## config.mk

```make
export PLATFORM = sky130hd
export DESIGN_NAME = intel_hex_record_encoder_unit
export DESIGN_NICKNAME = d
export VERILOG_FILES = /design/src/hdl/ihex_pkg.sv /design/src/hdl/ihex_seq.sv /design/src/hdl/ihex_dp.sv /design/src/hdl/intel_hex_record_encoder_unit.sv
export SDC_FILE = /design/constraint.sdc
export NUM_CORES = 1
export LEC_CHECK = 0
export BUFFER_PORTS_ARGS = -buffer_cell sky130_fd_sc_hd__buf_2
export CAP_MARGIN = 30
export CORE_UTILIZATION = 55
export CTS_CLUSTER_DIAMETER = 120
export DETAILED_ROUTE_END_ITERATION = 8
export GPL_TIMING_DRIVEN = 0
export PLACE_DENSITY = 0.75
export REMOVE_ABC_BUFFERS = 1
export SYNTH_ARGS = -nofsm -noshare
export SYNTH_HDL_FRONTEND = slang
export SYNTH_SLANG_ARGS = --single-unit
```

## constraint.sdc

```tcl
create_clock -name clk -period 4.9 [get_ports clk]
set_input_delay 0.49 -clock clk [delete_from_list [all_inputs] [get_ports clk]]
set_output_delay 0.49 -clock clk [all_outputs]
set_load 0.01 [all_outputs]
```

## src/hdl/ihex_pkg.sv

```systemverilog
// Shared types, codes, character constants and microcode table of the Intel HEX record encoder.
`default_nettype none
package ihex_pkg;

	// Input command codes
	localparam logic [1:0] CMD_DATA     = 2'd0;
	localparam logic [1:0] CMD_END_SEG  = 2'd1;
	localparam logic [1:0] CMD_END_FILE = 2'd2;

	// Configuration register indexes
	localparam logic [0:0] REG_SEGMENT_BASE   = 1'b0;
	localparam logic [0:0] REG_SEGMENT_LENGTH = 1'b1;

	// ASCII characters used as literals
	localparam logic [7:0] CH_NUL   = 8'h00;
	localparam logic [7:0] CH_COLON = 8'h3A;
	localparam logic [7:0] CH_ZERO  = 8'h30;
	localparam logic [7:0] CH_ONE   = 8'h31;
	localparam logic [7:0] CH_TWO   = 8'h32;
	localparam logic [7:0] CH_F     = 8'h46;
	localparam logic [7:0] CH_NL    = 8'h0A;

	typedef logic [5:0] pc_t;

	// Character source of a step
	typedef enum logic [2:0] {
		CS_LIT,
		CS_EXCESS,
		CS_ADDR,
		CS_ACS,
		CS_RLEN,
		CS_OFF,
		CS_DATA,
		CS_RSUM
	} csel_t;

	// Jump condition of a step
	typedef enum logic [1:0] {
		C_NEVER,
		C_ALWAYS,
		C_TERM
	} cond_t;

	// Datapath action of a step
	typedef enum logic [2:0] {
		ACT_NONE,
		ACT_CLEAR,
		ACT_SET_ADDR,
		ACT_OPEN_REC,
		ACT_TAKE_BYTE
	} act_t;

	typedef struct packed {
		logic        emit;
		csel_t       csel;
		logic [1:0]  nib;
		logic [7:0]  lit;
		cond_t       cond;
		pc_t         target;
		logic        fin;
		act_t        act;
	} ctl_t;

	// Entry points of the microprogram
	localparam pc_t PC_SEG = 6'd0;
	localparam pc_t PC_IGN = 6'd1;
	localparam pc_t PC_EOF = 6'd2;
	localparam pc_t PC_EXC = 6'd14;
	localparam pc_t PC_ADR = 6'd15;
	localparam pc_t PC_HDR = 6'd31;
	localparam pc_t PC_TRM = 6'd40;
	localparam pc_t PC_BYT = 6'd43;
	localparam int  NSTEPS = 45;

	function automatic ctl_t cw(input logic emit, input csel_t csel, input logic [1:0] nib,
			input logic [7:0] lit, input cond_t cond, input pc_t target, input logic fin,
			input act_t act);
		ctl_t c;
		c.emit   = emit;
		c.csel   = csel;
		c.nib    = nib;
		c.lit    = lit;
		c.cond   = cond;
		c.target = target;
		c.fin    = fin;
		c.act    = act;
		return c;
	endfunction

	function automatic ctl_t lit_step(input logic [7:0] ch, input act_t act);
		return cw(1'b1, CS_LIT, 2'd0, ch, C_NEVER, PC_SEG, 1'b0, act);
	endfunction

	function automatic ctl_t hex_step(input csel_t csel, input logic [1:0] nib);
		return cw(1'b1, csel, nib, CH_NUL, C_NEVER, PC_SEG, 1'b0, ACT_NONE);
	endfunction

	localparam ctl_t CW_HALT = cw(1'b0, CS_LIT, 2'd0, CH_NUL, C_NEVER, PC_SEG, 1'b1, ACT_NONE);

	localparam ctl_t UCODE [NSTEPS] = '{
		// end of segment
		cw(1'b0, CS_LIT, 2'd0, CH_NUL, C_NEVER, PC_SEG, 1'b1, ACT_CLEAR),
		// unused command
		CW_HALT,
		// end of file record
		lit_step(CH_COLON, ACT_NONE),
		lit_step(CH_ZERO, ACT_NONE),
		lit_step(CH_ZERO, ACT_NONE),
		lit_step(CH_ZERO, ACT_NONE),
		lit_step(CH_ZERO, ACT_NONE),
		lit_step(CH_ZERO, ACT_NONE),
		lit_step(CH_ZERO, ACT_NONE),
		lit_step(CH_ZERO, ACT_NONE),
		lit_step(CH_ONE, ACT_NONE),
		lit_step(CH_F, ACT_NONE),
		lit_step(CH_F, ACT_NONE),
		cw(1'b1, CS_LIT, 2'd0, CH_NL, C_NEVER, PC_SEG, 1'b1, ACT_CLEAR),
		// byte beyond length
		cw(1'b1, CS_EXCESS, 2'd0, CH_NUL, C_NEVER, PC_SEG, 1'b1, ACT_NONE),
		// extended segment address record, falls into the data header
		lit_step(CH_COLON, ACT_NONE),
		lit_step(CH_ZERO, ACT_NONE),
		lit_step(CH_TWO, ACT_NONE),
		lit_step(CH_ZERO, ACT_NONE),
		lit_step(CH_ZERO, ACT_NONE),
		lit_step(CH_ZERO, ACT_NONE),
		lit_step(CH_ZERO, ACT_NONE),
		lit_step(CH_ZERO, ACT_NONE),
		lit_step(CH_TWO, ACT_NONE),
		hex_step(CS_ADDR, 2'd3),
		hex_step(CS_ADDR, 2'd2),
		hex_step(CS_ADDR, 2'd1),
		hex_step(CS_ADDR, 2'd0),
		hex_step(CS_ACS, 2'd1),
		hex_step(CS_ACS, 2'd0),
		lit_step(CH_NL, ACT_SET_ADDR),
		// data record header, jumps to the byte
		lit_step(CH_COLON, ACT_NONE),
		hex_step(CS_RLEN, 2'd1),
		hex_step(CS_RLEN, 2'd0),
		hex_step(CS_OFF, 2'd3),
		hex_step(CS_OFF, 2'd2),
		hex_step(CS_OFF, 2'd1),
		hex_step(CS_OFF, 2'd0),
		lit_step(CH_ZERO, ACT_NONE),
		cw(1'b1, CS_LIT, 2'd0, CH_ZERO, C_ALWAYS, PC_BYT, 1'b0, ACT_OPEN_REC),
		// record checksum and newline
		hex_step(CS_RSUM, 2'd1),
		hex_step(CS_RSUM, 2'd0),
		cw(1'b1, CS_LIT, 2'd0, CH_NL, C_NEVER, PC_SEG, 1'b1, ACT_NONE),
		// data byte; closes the record when it is the last one
		hex_step(CS_DATA, 2'd1),
		cw(1'b1, CS_DATA, 2'd0, CH_NUL, C_TERM, PC_TRM, 1'b1, ACT_TAKE_BYTE)
	};

	function automatic ctl_t ucode(input pc_t pc);
		return (int'(pc) < NSTEPS) ? UCODE[pc] : CW_HALT;
	endfunction

	function automatic logic [7:0] hex_char(input logic [3:0] n);
		return (n < 4'd10) ? (8'h30 + {4'h0, n}) : (8'h37 + {4'h0, n});
	endfunction

endpackage
`default_nettype wire

```

## src/hdl/ihex_seq.sv

```systemverilog
// Microcode sequencer: step counter, control store lookup and conditional jumps.
`default_nettype none
module ihex_seq (
	input  wire logic          clk,
	input  wire logic          arst_n,
	input  wire logic          start,
	input  wire ihex_pkg::pc_t start_pc,
	input  wire logic          fire,
	input  wire logic          term,
	output ihex_pkg::ctl_t     ctl,
	output logic               busy,
	output logic               last
);
	import ihex_pkg::*;

	pc_t  pc_q;
	logic busy_q;
	logic taken;

	assign ctl  = ucode(pc_q);
	assign busy = busy_q;

	always_comb begin
		unique case (ctl.cond)
			C_ALWAYS: taken = 1'b1;
			C_TERM:   taken = term;
			default:  taken = 1'b0;
		endcase
	end

	// final step of the item: finishing and not jumping
	assign last = ctl.fin && !taken;

	always_ff @(posedge clk or negedge arst_n) begin
		if (!arst_n) begin
			pc_q   <= PC_SEG;
			busy_q <= 1'b0;
		end else if (start) begin
			pc_q   <= start_pc;
			busy_q <= 1'b1;
		end else if (fire) begin
			if (taken) begin
				pc_q <= ctl.target;
			end else if (ctl.fin) begin
				busy_q <= 1'b0;
			end else begin
				pc_q <= pc_q + 6'd1;
			end
		end
	end

endmodule
`default_nettype wire

```

## src/hdl/ihex_dp.sv

```systemverilog
// Datapath: segment counters, record checksum, dispatch and character selection.
`default_nettype none
module ihex_dp #(
	parameter int RECORD_BYTES = 16
) (
	input  wire logic           clk,
	input  wire logic           arst_n,
	input  wire logic           start,
	input  wire logic [1:0]     command,
	input  wire logic [7:0]     data_byte,
	input  wire logic           fire,
	input  wire ihex_pkg::ctl_t ctl,
	input  wire logic [19:0]    segment_base,
	input  wire logic [15:0]    segment_length,
	output ihex_pkg::pc_t       start_pc,
	output logic                term,
	output logic [7:0]          character,
	output logic                excess
);
	import ihex_pkg::*;

	localparam int PW = (RECORD_BYTES > 1) ? $clog2(RECORD_BYTES) : 1;
	localparam logic [PW-1:0] POS_LAST = PW'(RECORD_BYTES - 1);

	logic [15:0]   off_q;
	logic [PW-1:0] pos_q;
	logic [7:0]    sum_q;
	logic          addr_sent_q;
	logic [7:0]    data_q;

	logic          in_range;
	logic [15:0]   left;
	logic [7:0]    reclen;
	logic [15:0]   addr;
	logic [7:0]    acs;
	logic [7:0]    rsum_neg;
	logic [15:0]   val;
	logic [3:0]    nibble;

	assign in_range = off_q < segment_length;
	assign left     = segment_length - off_q;
	assign reclen   = (left >= 16'(RECORD_BYTES)) ? 8'(RECORD_BYTES) : left[7:0];
	assign term     = (pos_q == POS_LAST) || ((off_q + 16'd1) == segment_length);
	assign addr     = segment_base[19:4];
	assign acs      = 8'h00 - (8'h04 + addr[7:0] + addr[15:8]);
	assign rsum_neg = 8'h00 - sum_q;

	always_comb begin
		unique case (command)
			CMD_DATA: begin
				if (!in_range) begin
					start_pc = PC_EXC;
				end else if (!addr_sent_q) begin
					start_pc = PC_ADR;
				end else if (pos_q != '0) begin
					start_pc = PC_BYT;
				end else begin
					start_pc = PC_HDR;
				end
			end
			CMD_END_SEG:  start_pc = PC_SEG;
			CMD_END_FILE: start_pc = PC_EOF;
			default:      start_pc = PC_IGN;
		endcase
	end

	always_comb begin
		unique case (ctl.csel)
			CS_ADDR: val = addr;
			CS_ACS:  val = {8'h00, acs};
			CS_RLEN: val = {8'h00, reclen};
			CS_OFF:  val = off_q;
			CS_DATA: val = {8'h00, data_q};
			CS_RSUM: val = {8'h00, rsum_neg};
			default: val = 16'h0000;
		endcase
	end

	assign nibble = 4'(val >> {ctl.nib, 2'b00});

	always_comb begin
		unique case (ctl.csel)
			CS_LIT:    character = ctl.lit;
			CS_EXCESS: character = CH_NUL;
			default:   character = hex_char(nibble);
		endcase
	end

	assign excess = (ctl.csel == CS_EXCESS);

	always_ff @(posedge clk) begin
		if (start) begin
			data_q <= data_byte;
		end
	end

	always_ff @(posedge clk or negedge arst_n) begin
		if (!arst_n) begin
			off_q       <= '0;
			pos_q       <= '0;
			sum_q       <= '0;
			addr_sent_q <= 1'b0;
		end else if (fire) begin
			case (ctl.act)
				ACT_CLEAR: begin
					off_q       <= '0;
					pos_q       <= '0;
					sum_q       <= '0;
					addr_sent_q <= 1'b0;
				end
				ACT_SET_ADDR: addr_sent_q <= 1'b1;
				ACT_OPEN_REC: sum_q <= reclen + off_q[7:0] + off_q[15:8];
				ACT_TAKE_BYTE: begin
					sum_q <= sum_q + data_q;
					off_q <= off_q + 16'd1;
					pos_q <= (pos_q == POS_LAST) ? '0 : pos_q + PW'(1);
				end
				default: ;
			endcase
		end
	end

endmodule
`default_nettype wire

```

## src/hdl/intel_hex_record_encoder_unit.sv

```systemverilog
// Top level of the Intel HEX record encoder: configuration, handshakes and output register.
//
//  channel   direction  handshake            payload
//  item      in         item_valid/stall     command[1:0], data_byte[7:0]
//  char      out        char_valid/stall     character[7:0], last_of_run, excess
//  cfg       in         cfg_valid/ready      cfg_index[0:0], cfg_data[19:0]
//
// An item is accepted, then runs its microcode steps: the data byte steps for a byte inside
// a record, 3 more steps when it closes the record, 9 more when it opens one, 16 more for the
// address record on a segment's first byte; end of file and end of segment run their own steps.
// The sequencer emits at most one character a cycle; it works on one item at a time.
// Reset clears the counters, the configuration and all valid state.
// A char stall with a character held freezes the sequencer on its current emitting step.
`default_nettype none
module intel_hex_record_encoder_unit #(
	parameter int RECORD_BYTES = 16
) (
	input  wire logic        clk,
	input  wire logic        arst_n,
	// item channel
	input  wire logic        item_valid,
	output logic             item_stall,
	input  wire logic [1:0]  command,
	input  wire logic [7:0]  data_byte,
	// character channel
	output logic             char_valid,
	input  wire logic        char_stall,
	output logic [7:0]       character,
	output logic             last_of_run,
	output logic             excess,
	// configuration write channel
	input  wire logic        cfg_valid,
	output logic             cfg_ready,
	input  wire logic [0:0]  cfg_index,
	input  wire logic [19:0] cfg_data
);
	import ihex_pkg::*;

	logic [19:0] segment_base_q;
	logic [15:0] segment_length_q;

	ctl_t        ctl;
	pc_t         start_pc;
	logic        busy;
	logic        seq_last;
	logic        term;
	logic        accept;
	logic        out_free;
	logic        fire;
	logic [7:0]  dp_char;
	logic        dp_excess;

	logic        char_valid_q;
	logic [7:0]  char_q;
	logic        last_q;
	logic        excess_q;

	// registers are always writable
	assign cfg_ready = 1'b1;

	always_ff @(posedge clk or negedge arst_n) begin
		if (!arst_n) begin
			segment_base_q   <= '0;
			segment_length_q <= '0;
		end else if (cfg_valid && cfg_ready) begin
			case (cfg_index)
				REG_SEGMENT_BASE:   segment_base_q   <= cfg_data;
				REG_SEGMENT_LENGTH: segment_length_q <= cfg_data[15:0];
				default: ;
			endcase
		end
	end

	// hold off new items while the sequencer runs
	assign item_stall = busy;
	assign accept     = item_valid && !busy;

	// the output register frees when empty or when its transfer completes this cycle
	assign out_free = !char_valid_q || !char_stall;
	// a silent step always advances; an emitting step waits for room
	assign fire     = busy && (!ctl.emit || out_free);

	ihex_seq u_seq (
		.clk      (clk),
		.arst_n   (arst_n),
		.start    (accept),
		.start_pc (start_pc),
		.fire     (fire),
		.term     (term),
		.ctl      (ctl),
		.busy     (busy),
		.last     (seq_last)
	);

	ihex_dp #(
		.RECORD_BYTES (RECORD_BYTES)
	) u_dp (
		.clk            (clk),
		.arst_n         (arst_n),
		.start          (accept),
		.command        (command),
		.data_byte      (data_byte),
		.fire           (fire),
		.ctl            (ctl),
		.segment_base   (segment_base_q),
		.segment_length (segment_length_q),
		.start_pc       (start_pc),
		.term           (term),
		.character      (dp_char),
		.excess         (dp_excess)
	);

	always_ff @(posedge clk or negedge arst_n) begin
		if (!arst_n) begin
			char_valid_q <= 1'b0;
		end else if (fire && ctl.emit) begin
			char_valid_q <= 1'b1;
		end else if (!char_stall) begin
			char_valid_q <= 1'b0;
		end
	end

	// load the payload only when the register is free, so a stalled character holds
	always_ff @(posedge clk) begin
		if (fire && ctl.emit) begin
			char_q   <= dp_char;
			last_q   <= seq_last;
			excess_q <= dp_excess;
		end
	end

	assign char_valid  = char_valid_q;
	assign character   = char_q;
	assign last_of_run = last_q;
	assign excess      = excess_q;

`ifndef SYNTHESIS
	a_excess_is_last: assert property (@(posedge clk) disable iff (!arst_n)
		char_valid_q && excess_q |-> last_q)
		else $error("excess result not marked last");

	a_more_follows: assert property (@(posedge clk) disable iff (!arst_n)
		char_valid_q && !last_q |-> busy)
		else $error("non-final character with idle sequencer");

	a_busy_drop: assert property (@(posedge clk) disable iff (!arst_n)
		$fell(busy) |-> $past(fire) && $past(seq_last))
		else $error("sequencer stopped without a final step");

	a_last_loaded: assert property (@(posedge clk) disable iff (!arst_n)
		fire && ctl.emit && seq_last |=> char_valid_q && last_q)
		else $error("final character not presented");
`endif

endmodule
`default_nettype wire
```

## After elaboration in Yosys (flattened, before gate mapping)

Memory sizes are Yosys's and may differ from the RTL's.
Cells that the tools add are included.

| storage, ports and cells | value |
|---|---|
| flip-flop bits (word level) | 91 |
| output and inout bits | 13 |
| bits in read-only memories | 1664 |
| memories | 1 |

Memories:

| memory | depth | bits a word | rd ports | clocked after memory_dff | wr ports | line | source |
|---|---|---|---|---|---|---|---|
| (no name shown) | 64 | 26 | 1 | 0 | 0 | ihex_pkg.sv:157 | `return (int'(pc) < NSTEPS) ? UCODE[pc] : CW_HALT;` |

| operators by class | value |
|---|---|
| eq/ne operators | 20 |
| mux-type cells | 27 |
| magnitude comparators | 5 |
| reductions and logical operators | 27 |
| shift-type cells | 1 |
| add/sub/neg operators | 13 |
| bitwise gates (word level) | 2 |

Operators by type and width:

| kind | number |
|---|---|
| $pmux W16 S6 | 1 |
| $mux W26 | 3 |
| $mux W6 | 7 |
| $add A8 B8 Y8 | 4 |
| $pmux W16 S2 | 1 |
| $pmux W8 S3 | 1 |
| $pmux W6 S3 | 1 |
| $add A16 B1 Y16 const B | 1 |
| $eq A16 B16 Y1 | 1 |
| $ge A16 B5 Y1 const B | 1 |
| $lt A16 B16 Y1 | 1 |
| $mux W8 | 2 |
| $pmux W8 S2 | 1 |
| $shr A16 B4 Y4 | 1 |
| $sub A1 B8 Y8 const A | 2 |
| $sub A16 B16 Y16 | 1 |
| $eq A3 B3 Y1 const B | 5 |
| $add A6 B4 Y7 const A | 2 |
| $eq A3 B2 Y1 const B | 4 |
| $reduce_and A2 Y1 | 6 |
| $add A3 B8 Y8 const A | 1 |
| $pmux W4 S2 | 1 |
| $reduce_bool A2 Y1 | 4 |
| $ge A7 B7 Y1 const B | 1 |
| other kinds (24) | 42 |

## Depth between registers and ports, before layout

| depth | value |
|---|---|
| depth in word-level cells | 11 |
| mapped depth | 26 |
| depth with buffers taken out | 26 |

## Cells and area by module

A second synthesis with hierarchy kept.

| second synthesis, totals | value |
|---|---|
| cell total of the unflattened synthesis | 889 |
| area, all modules | 8070.2 µm² |

Modules (own cells, without submodules):

| module | area an instance (µm²) | times used | sequential area each (µm²) | cells an instance |
|---|---|---|---|---|
| ihex_dp | 5066.1 | 1 | 965.9 | 629 |
| intel_hex_record_encoder_unit | 1771.7 | 1 | 1226.2 | 97 |
| ihex_seq | 1232.4 | 1 | 175.2 | 163 |

## Least setup slack after synthesis

Ideal clock, no wire load.

| path | value |
|---|---|
| path kind | register to register |
| from | reg u_dp.off_q[0] |
| to | reg u_dp.sum_q[6] |
| library setup time | 119 ps |
| arrival | 4866 ps |
| period minus slack after synthesis | 4984 ps |
| setup slack | -84 ps |
| stages on the path, launching flop included | 22 |
| cells stage by stage | dfrtp_1 -> ha_1 -> inv_1 -> fa_1 -> a21o_1 -> a2111oi_2 -> a211oi_1 -> nor4_2 -> nand4_1 -> nor4b_4 -> nand3_4 -> or2_2 -> fa_1 -> inv_1 -> ha_1 -> a21o_1 -> a21o_1 -> a21o_1 -> a21oi_1 -> xor2_1 -> o221ai_1 -> o21a_1 |

| on the way | value |
|---|---|
| cells in the longest elaborated chain, start to end | 6 |

Ends and longest elaborated chain:

| item | line | source |
|---|---|---|
| start: declaration | ihex_dp.sv:25 | `logic [15:0] off_q;` |
| start signal: assignment | ihex_dp.sv:115 | `off_q <= off_q + 16'd1;` |
| $sub A16 B16 Y16 | ihex_dp.sv:41 | `assign left = segment_length - off_q;` |
| $ge A16 B5 Y1 | ihex_dp.sv:42 | `assign reclen = (left >= 16'(RECORD_BYTES)) ? 8'(RECORD_BYTES) : left[7:0];` |
| $mux W8 | ihex_dp.sv:42 |  |
| $add A8 B8 Y8 * (2 in a row) | ihex_dp.sv:112 | `ACT_OPEN_REC: sum_q <= reclen + off_q[7:0] + off_q[15:8];` |
| $pmux W8 S3 * | ihex_dp.sv:104 | `case (ctl.act)` |
| end signal: assignment | ihex_dp.sv:112 |  |
| end signal: assignment | ihex_dp.sv:114 | `sum_q <= sum_q + data_q;` |
| end: declaration | ihex_dp.sv:27 | `logic [7:0] sum_q;` |

Mark *: on every way between the ends. The rest lies on a longest branch, timed or not.
A chain may end at the register's enable or synchronous reset.

## Worst setup path in the final report

| path | value |
|---|---|
| from | reg u_dp.off_q[5] |
| to | reg u_dp.sum_q[7] |

The elaborated chain is that of the path after synthesis.

==> metrics.txt <==
total grt overflow 0; FF-to-FF path depth 24; XOR/XNOR share of the synthesized area 5.412%; # IOs 49; Setup crit start kind flip-flop; # fillers 1185; Synth Area in Compound Gates 23.39%; area of the multi-input gates 0.005226 mm²; fmax 198.4 MHz; antenna viol nets, final 0; final setup vio count 1; Synth Flop Type dfrtp_1; final setup margin -0.1398 ns; leakage 3.646 nW; Reg area 0.002250 mm²; post-placement cell area 0.008056 mm²; cell area after layout 0.008677 mm²; placed instance count 1070; endpoints failing hold 0; TritonRoute pass-1 iters 6; sequential share of the synthesized area 28.80%; Antenna Cells 0; worst r2r dst u_dp.sum_q[7]; share of power burned in registers between 30% and 40%; Adder-Cell Fraction of Synth Area 13.31%; Psw 1.759 mW; Power Total 3.999 mW; vias in the first global route between 6k and 7k; CTS tree yes; Int Pwr around 2.2 mW; Max FO, Critical Path 11; site row count 43; first-pass GRT wire length 35400 µm; total number of vias 7198; number of flops mapped to enable cells by yosys 17; arrival time at the worst endpoint approximately 5.3 ns; Synth Register Bits 86; DR iter-0 viols 687; Rel. slew slack between 30% and 40%; post-synthesis simple-gate area fraction between 10% and 20%; Synth Instances 890; via/cell ratio 6.538; die area 0.01460 mm²; Post-Layout Cell Count 1101; synthesized area per cell 8.727 µm²; H-tree Lvls 3; placer congestion estimate 1.058; pwr/cell area ~460 mW/mm²; Post-route DRC 0; RR Startpoint u_dp.off_q[5]; GRT Total Usage between 30% and 40%; Synth Cell Area 0.007767 mm²; Max-Cap Viols 0; status finished, violations left; critical path type reg -> reg; area added between synthesis and finish 11.71%; main combinational cell family by area after synthesis compound AO/OA/AOI/OAI gates; post-DP HPWL 16560 µm; pin count of the biggest net entering global routing 68; reg2reg setup slack -0.14 ns; Net Sw Frac 43.99%; share of cells above drive strength 1 between 10% and 20%; Comb power frac 50.7%; Cell variety after synth 79; IO Port Bufs 46; Worst Setup SP u_dp.off_q[5]; Die Y about 120 µm; Yosys warnings 0; Worst Clk Skew ~0.011 ns; Clk pwr share 19.2%; Max IR drop VDD 0.3110 mV; Die W 120.8 µm; Num CTS Buffers 9; setup TNS -0.1398 ns; max-slew violations 0; Setup WS pre-CTS -0.8039 ns; initial antenna violation count 0; clock root buffer clkbuf_16; nets 1028; Clock Latency Late Sink 0.36 ns; CP required 5.14 ns; Clock Pin Slew Worst Setup and Hold Paths 0.07 ns; Worst setup EP type flip-flop; Final Critical Period 5.040 ns; crit path capture u_dp.sum_q[7]; Hold Crit Class in -> reg; multiplexer share of the synthesized area between 5 and 6%; ys async rst share 80.23%; starting density of the core 56.18%; worst slew pin tran 1.015 ns; Tcrit/Tclk final 102.9%; Avg WL per Cell 20.15 µm; core area 0.01383 mm²; # clock sinks 86; failing checks setup timing; RSZ-0062 raised after global routing true; Clock Tree Buf Depth 2; Post-Route WL 22190 µm
-- stage by stage --
step / util (%) / hold slack [ns]
after detailed placement: 58.27 / 0.2950
after global routing: 62.75 / 0.3075
after floorplan: - / 0.1944
final: 62.75 / 0.3068
after CTS: 62.59 / 0.3060
after global placement: 57.89 / 0.4898
-- metal layers --
layer | track usage [%] | vias to the layer above | part of all wire, %
met5 | 0 | - | 0
met4 | 10.57 | 0 | 2.7
met3 | 5.377 | 59 | 8.4
met2 | 49.21 | 387 | 46
met1 | 44.03 | 3448 | 43
li1 | - | 3304 | -
-- logic make-up (layout without fill, tap and decap cells) --
group	count (synthesis)	after routing
other cells	2	4
buf+inv	119	148
fa+ha+maj	76	76
mux	40	40
xor+xnor	48	48
simple gates	256	256
compound gates	263	263
flops	86	86
-- layout make-up --
type                            count  area share (%)
Sequential cell                    86           25.93
Tap cell                          180           2.596
Inverter                           67           2.898
Clock buffer                        9           2.596
Timing Repair Buffer               65           4.585
Multi-Input combinational cell    687           60.23
Clock inverter                      7           1.168
-- repair_timing --
action | 4_1_cts | 5_1_grt
pin swaps | 24 | 8
hold buffers | 1 | 0
endpoints found under the hold margin | 2 | 0
endpoints found under the setup margin | 6 | 9
gates resized for setup | 48 | 4
setup buffers | 13 | 5
-- registers in the layout (all words and copies together) (netlist names) --
name,cells
excess,1
u_dp.off_q,16
character,7
u_seq.pc_q,6
u_dp.data_q,8
char_valid,1
segment_length_q,16
u_dp.sum_q,8
u_dp.pos_q,4
u_dp.addr_sent_q,1
segment_base_q,16
last_of_run,1
u_seq.busy,1
-- critical path, cell delays in order (launching register included) --
cell	delay (ns)
dfrtp_2	0.50
inv_1	0.22
ha_4	0.38
nand3_1	0.14
o211a_1	0.26
o221ai_2	0.21
a31oi_1	0.15
xnor2_1	0.19
nor4b_4	0.42
nand3_4	0.16
inv_2	0.10
nand2_2	0.06
fa_1	0.45
inv_2	0.10
ha_4	0.13
inv_2	0.04
fa_2	0.37
nor2b_1	0.11
o21ai_1	0.06
nand2b_1	0.11
a21o_1	0.14
a21oi_2	0.07
xnor2_2	0.15
o32ai_1	0.10
a311o_1	0.30
-- placed cells by master (no fill, tap or decap), drive strengths merged, types with 9 or more instances in the layout --
cell type   n
a21o       17
dfrtp      69
a21oi      57
or3        11
and3       10
ha         65
nor2b      11
nor3       15
mux2       34
nand2      64
fa         11
nand4      17
o21ai      63
o21a       12
nand3      24
or2         9
xnor2      36
xor2       12
edfxtp     17
inv        71
clkbuf      9
nand2b     11
nor2       54
a31oi      15
buf        64
-- worst min-delay path by stage --
stage                     cells after the start  slack [ns]                   to                start
after global placement                        1        0.49  segment_length_q[0]  segment_length_q[0]
after global routing                          1        0.31       u_dp.data_q[4]         data_byte[4]
final                                         1        0.31       u_dp.data_q[4]         data_byte[4]
after detailed placement                      1        0.29           u_seq.busy               arst_n
after CTS                                     1        0.31       u_dp.data_q[4]         data_byte[4]
after floorplan                               0        0.19           char_valid               arst_n
-- power groups by stage --
stage / Sequential [mW] / Clock [mW] / Combinational, mW
floorplan: 1.14 / 0 / 1.41
global placement: 1.20 / 0 / 1.86
detailed placement: 1.20 / 0 / 1.91
CTS: 1.19 / 0.772 / 1.99
global route: 1.23 / 0.798 / 2.23
finish: 1.21 / 0.766 / 2.03
-- cell usage after synthesis, drive strengths merged, types with 17 or more instances --
master,instances,area (µm²)
nand4,17,106.4
nand3,24,132.6
nor2,54,202.7
xnor2,36,315.3
ha,65,813.3
nand2,64,240.2
inv,67,251.5
edfxtp,17,510.5
mux2,34,386.6
o21ai,63,319.1
a21oi,57,285.3
a21o,17,127.6
dfrtp,69,1727
clkbuf,36,135.1
Note: power is estimated with default switching activity, not from simulation.
